`config.mk`:
```
export PLATFORM = sky130hd
export DESIGN_NAME = bf3_queue
export DESIGN_NICKNAME = d
export VERILOG_FILES = /design/src/bf3_pkg.sv /design/src/bf3_queue.sv
export VERILOG_INCLUDE_DIRS = /design/src /design/src/src
export SDC_FILE = /design/constraint.sdc
export NUM_CORES = 2
export LEC_CHECK = 0
export BUFFER_PORTS_ARGS = -buffer_cell sky130_fd_sc_hd__buf_2
export CORE_MARGIN = 2
export CORE_UTILIZATION = 55
export DETAILED_ROUTE_END_ITERATION = 16
export GPL_ROUTABILITY_DRIVEN = 0
export PLACE_DENSITY_LB_ADDON = 0.12
export SLEW_MARGIN = 20
export SYNTH_ARGS = -nofsm -noshare
export SYNTH_HDL_FRONTEND = slang
export SYNTH_SLANG_ARGS = --single-unit
export TNS_END_PERCENT = 10
```
`constraint.sdc`:
```
create_clock -name clk -period 4.55 [get_ports clk]
set_clock_uncertainty 0.2 [all_clocks]
set_input_delay 0.91 -clock clk [delete_from_list [all_inputs] [get_ports clk]]
set_output_delay 0.91 -clock clk [all_outputs]
set_load 0.02 [all_outputs]
```
`src/box_filter_three_by_three_macros.svh`:
```
// Assertion macros shared by the box filter RTL.
// Expects signals named clk and rst in the module that uses them.
`ifndef BOX_FILTER_THREE_BY_THREE_MACROS_SVH
`define BOX_FILTER_THREE_BY_THREE_MACROS_SVH

// Condition that must hold at every edge outside reset.
`define BF3_ASSERT_ALWAYS(label, cond, msg) \
  label: assert property (@(posedge clk) disable iff (rst) (cond)) else $error(msg);

// Condition that must hold in the cycle after a trigger.
`define BF3_ASSERT_NEXT(label, ante, cons, msg) \
  label: assert property (@(posedge clk) disable iff (rst) (ante) |=> (cons)) else $error(msg);

`endif

```
`src/bf3_pkg.sv`:
```
// Shared constants, register codes and helpers for the 3x3 box filter.
// No dependencies; used by bf3_queue and box_filter_three_by_three.
`default_nettype none

package bf3_pkg;

  localparam int ROW_BITS       = 16;
  localparam int COL_OUT_BITS   = 10;
  localparam int CFG_DATA_BITS  = 16;
  localparam int CFG_INDEX_BITS = 2;
  localparam int COLS_CFG_BITS  = 11;
  localparam int MIN_DIM        = 3;
  localparam int RESET_ROWS     = 1024;
  localparam int RESET_COLS     = 1024;

  // Result queue: power-of-two depth, up to three pushes per cycle.
  localparam int QUEUE_DEPTH      = 16;
  localparam int QUEUE_PTR_BITS   = $clog2(QUEUE_DEPTH);
  localparam int QUEUE_LEVEL_BITS = $clog2(QUEUE_DEPTH + 1);
  localparam int PUSH_LANES       = 3;

  typedef enum logic [CFG_INDEX_BITS-1:0] {
    CFG_FRAME_ROWS = 2'd0,
    CFG_FRAME_COLS = 2'd1
  } cfg_reg_t;

  function automatic logic [1:0] count3(input logic [2:0] bits);
    count3 = {1'b0, bits[0]} + {1'b0, bits[1]} + {1'b0, bits[2]};
  endfunction

endpackage

`default_nettype wire

```
`src/bf3_queue.sv`:
```
// Result queue of the box filter: up to three words in, one word out per cycle while pop_ready is high.
// Depends on bf3_pkg and box_filter_three_by_three_macros.svh.
`default_nettype none
`include "box_filter_three_by_three_macros.svh"

module bf3_queue #(
  parameter int WIDTH = 43
) (
  input  wire logic                                  clk,
  input  wire logic                                  rst,
  input  wire logic [bf3_pkg::PUSH_LANES-1:0]        push_valid,
  input  wire logic [WIDTH-1:0]                      push_data [bf3_pkg::PUSH_LANES],
  output logic                                       pop_valid,
  input  wire logic                                  pop_ready,
  output logic [WIDTH-1:0]                           pop_data,
  output logic [bf3_pkg::QUEUE_LEVEL_BITS-1:0]       level
);

  localparam int PW = bf3_pkg::QUEUE_PTR_BITS;
  localparam int LW = bf3_pkg::QUEUE_LEVEL_BITS;

  logic [WIDTH-1:0] mem [bf3_pkg::QUEUE_DEPTH];
  logic [PW-1:0]    wr_ptr;
  logic [PW-1:0]    rd_ptr;
  logic [PW-1:0]    lane_addr [bf3_pkg::PUSH_LANES];
  logic [LW-1:0]    push_count;
  logic [LW-1:0]    pop_count;
  logic             pop;

  // valid lanes pack densely, in lane order
  always_comb begin
    lane_addr[0] = wr_ptr;
    lane_addr[1] = wr_ptr + PW'(push_valid[0]);
    lane_addr[2] = wr_ptr + PW'(push_valid[0]) + PW'(push_valid[1]);
  end

  assign push_count = LW'(bf3_pkg::count3(push_valid));
  assign pop_valid  = (level != '0);
  assign pop        = pop_valid && pop_ready;
  assign pop_count  = LW'(pop);
  assign pop_data   = mem[rd_ptr];

  always_ff @(posedge clk) begin
    for (int j = 0; j < bf3_pkg::PUSH_LANES; j++) begin
      if (push_valid[j]) begin
        mem[lane_addr[j]] <= push_data[j];
      end
    end
  end

  always_ff @(posedge clk) begin
    if (rst) begin
      wr_ptr <= '0;
      rd_ptr <= '0;
      level  <= '0;
    end else begin
      wr_ptr <= wr_ptr + PW'(push_count);
      rd_ptr <= rd_ptr + PW'(pop_count);
      level  <= level + push_count - pop_count;
    end
  end

  `BF3_ASSERT_ALWAYS(a_level_bound, level <= LW'(bf3_pkg::QUEUE_DEPTH), "queue level above depth")
  `BF3_ASSERT_NEXT(a_level_track, 1'b1, level == $past(level) + $past(push_count) - $past(pop_count), "queue level mismatch")
  `BF3_ASSERT_ALWAYS(a_no_overflow, (LW+1)'(level) + (LW+1)'(push_count) <= (LW+1)'(bf3_pkg::QUEUE_DEPTH) + (LW+1)'(pop_count), "queue push overflow")

endmodule

`default_nettype wire
```
Word-level counts from Yosys, hierarchy flattened
Memories as Yosys holds them, arrays and structs flattened. A register that Yosys moved wholly into a read port is not among the register bits.
Index checks and enable logic that the tools add are counted.

storage, ports and cells
  register bits after elaboration = 13
  latch bits = 0
  bits in writable memories = 688
  memory bits (read-only) = 0
  memories kept = 1

memories
  memory  words  bits a word  read ports  clocked after Yosys merged registers in  write ports  line             text
  mem     16     43           1           1                                        3            bf3_queue.sv:22  logic [WIDTH-1:0] mem [bf3_pkg::QUEUE_DEPTH];

operators by class
  $add $sub $neg = 8
  multipliers = 0
  div/mod/pow operators = 0
  $lt $le $gt $ge = 0
  equal/unequal tests = 0
  shift-type cells = 0
  muxes and demuxes = 7
  bitwise gates (word level) = 0
  reductions and logical operators = 2

operators with widths
  operator             count
  $add A4 B1 Y4        3
  $mux W1              6
  $add A5 B2 Y5        1
  $reduce_bool A5 Y1   1
  $sub A5 B1 Y5        1
  $add A4 B2 Y4        1
  $mux W4              1
  $add A1 B1 Y2        1
  $add A2 B1 Y2        1
  $logic_and A1 B1 Y1  1

Longest topological paths before layout
  depth in word-level cells = 4
  depth in mapped cells = 14

Worst setup path after synthesis
No wires, ideal clock.

  kind = input -> register
  from = input push_valid[0] (netlist bit)
  to = memory mem[11][0] (enable)
  library setup time = 0.660 ns
  arrival time = 3.740 ns
  required time = 3.690 ns
  slack = -0.050 ns
  stages = 8
  path buffers = 3
  cells stage by stage = ha_1 -> ha_1 -> clkbuf_1 -> and3_1 -> clkbuf_1 -> a31oi_1 -> clkbuf_1 -> nand3_1

RTL lines
  what                line             text
  start: declaration  bf3_queue.sv:11  input wire logic [bf3_pkg::PUSH_LANES-1:0] push_valid,
  end: declaration    bf3_queue.sv:22

==> metrics <==
global-route usage over all layers 39.2%; met2 GRT Util 60.2%; worst-path maximum fanout 50; Die Ht 285 microns; CTS Buf Count 80; Die Footprint 81000 sq um; Ys Warns 0; Multi-input gate area 21100 sq um; Setup crit end kind output port; largest net degree at the start of global routing 123; commonest cells after routing, fill and taps aside edfxtp_1 (688), o2bb2ai_1 (679), mux2_2 (675), mux4_2 (215), nand2_1 (190); RR Startpoint wr_ptr[0]; internal power 15.7 mW; met1 usage 51.6%; syn avg cell area 14.1 sq um; final worst-path cycle share 91.0%; Worst path slowest cell mux4_2; M3 GR Usage 9.79%; final WL 161 mm; count of final hold-check violations 0; Clock power frac 28.0%; status finished, final reports clean; maximum clock frequency 242 MHz; Gate power share 35.8%; global route overflow 0; #FFs+latches synth 701; drt via density 7.67; commonest non-fill, non-tap cell in the layout edfxtp_1; CTS H-tree lvls 3; first-pass GRT wire length 230 mm; Final Critical Period 4.14 ns; Synth async-reset ratio 0%; Switch Pwr 8.05 mW; Mapped Nets 3226; initial antenna violation count 18; # nets final 3245; Clock Latency Late Sink 0.63 ns; DP Cell Count 4050; post-synthesis cell count 3073; post-route ant nets 0; final hold slack 0.339 ns; drt pass-1 iters 7; worst min path class flop to flop; Non-Filler Instances 4208; worst vdd ir 0.314 mV; Initial Util 55.8%; HPWL Detailed 94.1 mm; Post-synth EDFFs 688; switching share of power 33.9%; row cnt 102; Worst slew margin 18.8%; Synth Cell Area 43300 sq um; core area 77700 sq um; clock transition at the registers of the reported paths 0.05 ns; hold path start wr_ptr[3]; worst reg2reg setup slack 0.59 ns; RSZ-0062 raised after global routing false; vias post-DR 32275; pwr/cell area 486 nW/um^2; crit path launch type flop; slew at the pin closest to its max-slew limit 1.22 ns; GRT busiest layer met2; number of setup buffers added after CTS 0; layout cells sized above 1 44.5%; worst r2r dst mem[12][32]; Sequential Power Share 36.2%; CP Data Required Time 3.44 ns; clk sink count 701; Area Growth Syn to Fin 13.0%; Filler cells 5728; Root Buffer clkbuf_16; Routed WL per cell 38.3 microns; leak pwr 16.1 nW; Hold Path End wr_ptr[3]; number of global-route vias before repair 32596; Die W 285 microns; Bufs on Longest Clock Path 3; Top delay family on crit path multiplexers; Top cell by count, worst path mux4_2; # DRC 0; hold buffer count at CTS 0; post-synth cell types 43; Synth Flop Type edfxtp_1; Worst EP arrival 3.03 ns; Worst path max stage delay 0.58 ns; CTS tree yes; fin. max-slew vios 0; crit path kind flop to output port; post-cts gate resize count 0; 1st-iter DRT viols 4894; area occupied by registers 20900 sq um; max cap viols 0; Setup Viol. Count Final 0; post-synthesis sequential area ratio 48.3%; CP bufs+invs 2; buffers added on ports 183; Ports 184; Hold Path Depth 2; crit path cell chain buf_12 -> mux4_2 -> mux4_2 -> buf_2; Reg2Reg Depth 7
-- cell usage after synthesis (18+ instances only) --
| library cell | instances | share of area (%) |
|---|---|---|
| buf_1 | 52 | 0.45 |
| edfxtp_1 | 688 | 48 |
| o2bb2ai_1 | 679 | 14 |
| nand3_1 | 26 | 0.30 |
| buf_4 | 49 | 0.85 |
| buf_2 | 18 | 0.21 |
| nor2_1 | 20 | 0.17 |
| nand2_1 | 190 | 1.6 |
| clkbuf_1 | 269 | 2.3 |
| mux4_2 | 215 | 11 |
| mux2_2 | 675 | 18 |
-- cell families (layout without fill, tap and decap cells) --
family | Yosys count | count (layout) | share of synthesized area, %
AOI/OAI and AO/OA | 715 | 715 | 14.2
xor gates and xnor gates | 12 | 12 | 0.243
adders and majority gates | 18 | 18 | 0.572
buffers and inverters | 416 | 497 | 4.36
DFF | 701 | 701 | 48.3
muxes | 910 | 910 | 29.3
other | 0 | 14 | 0
and+or+nand+nor | 301 | 301 | 3.04
-- metrics by stage --
stage          utilization [%]  setup TNS [ns]  total power, mW  cell area (sq um)  setup slack [ns]
2_1_floorplan                -           -7.19             13.9              43300           -0.0501
3_3_place_gp              59.6               0             16.9              46300             0.186
3_5_place_dp              59.6               0             17.1              46300            0.0919
4_1_cts                   62.9               0             23.6              48900             0.381
5_1_grt                   63.0               0             24.3              48900             0.294
6_report                  63.0               0             23.8              48900             0.411
-- sequential cells by signal (all words and copies together), names as in the netlist --
name and count:
level 5, mem 688, wr_ptr 4, rd_ptr 4
-- worst max-delay path by stage --
stage | cells past startpoint | from | slack, ns | to
6_report | 4 | rd_ptr[0] | 0.41 | pop_data[42]
5_1_grt | 4 | rd_ptr[0] | 0.29 | pop_data[1]
4_1_cts | 4 | rd_ptr[0] | 0.38 | pop_data[1]
3_5_place_dp | 8 | push_valid[0] | 0.09 | mem[12][30]
3_3_place_gp | 9 | push_valid[0] | 0.19 | mem[10][18]
2_1_floorplan | 8 | push_valid[0] | -0.05 | mem[15][0]
-- metal layers --
layer | vias up | wire, microns
met1 | 16286 | 57400
met5 | - | 71
met3 | 615 | 20600
li1 | 12668 | -
met2 | 2694 | 73500
met4 | 12 | 9560
-- worst register-to-register path, delay by kind of cell, from the launching register on --
kind | cells | cell delay [ns]
AOI/OAI and AO/OA | 1 | 0.96
adders and majority gates | 2 | 0.83
buffers and inverters | 1 | 0.35
DFF | 1 | 0.42
and+or+nand+nor | 3 | 0.90
-- final cells by class --
type | count | area share, %
diodes | 14 | 0.0716
well taps | 1040 | 2.66
multi-input cells | 1956 | 43.1
inverters | 12 | 0.0920
clock buffers | 104 | 4.40
clock inverters | 40 | 0.905
flip-flops and latches | 701 | 42.8
repair buffers | 341 | 6.03
-- power by group through the flow --
stage               logic, mW  registers (mW)  clock network (mW)
floorplan                5.31            8.60                   0
global placement         8.20            8.69                   0
detailed placement       8.32            8.73                   0
CTS                      8.35            8.60                6.65
global route             8.77            8.67                6.90
finish                   8.51            8.61                6.66
Note: power is estimated with default switching activity, not from simulation.
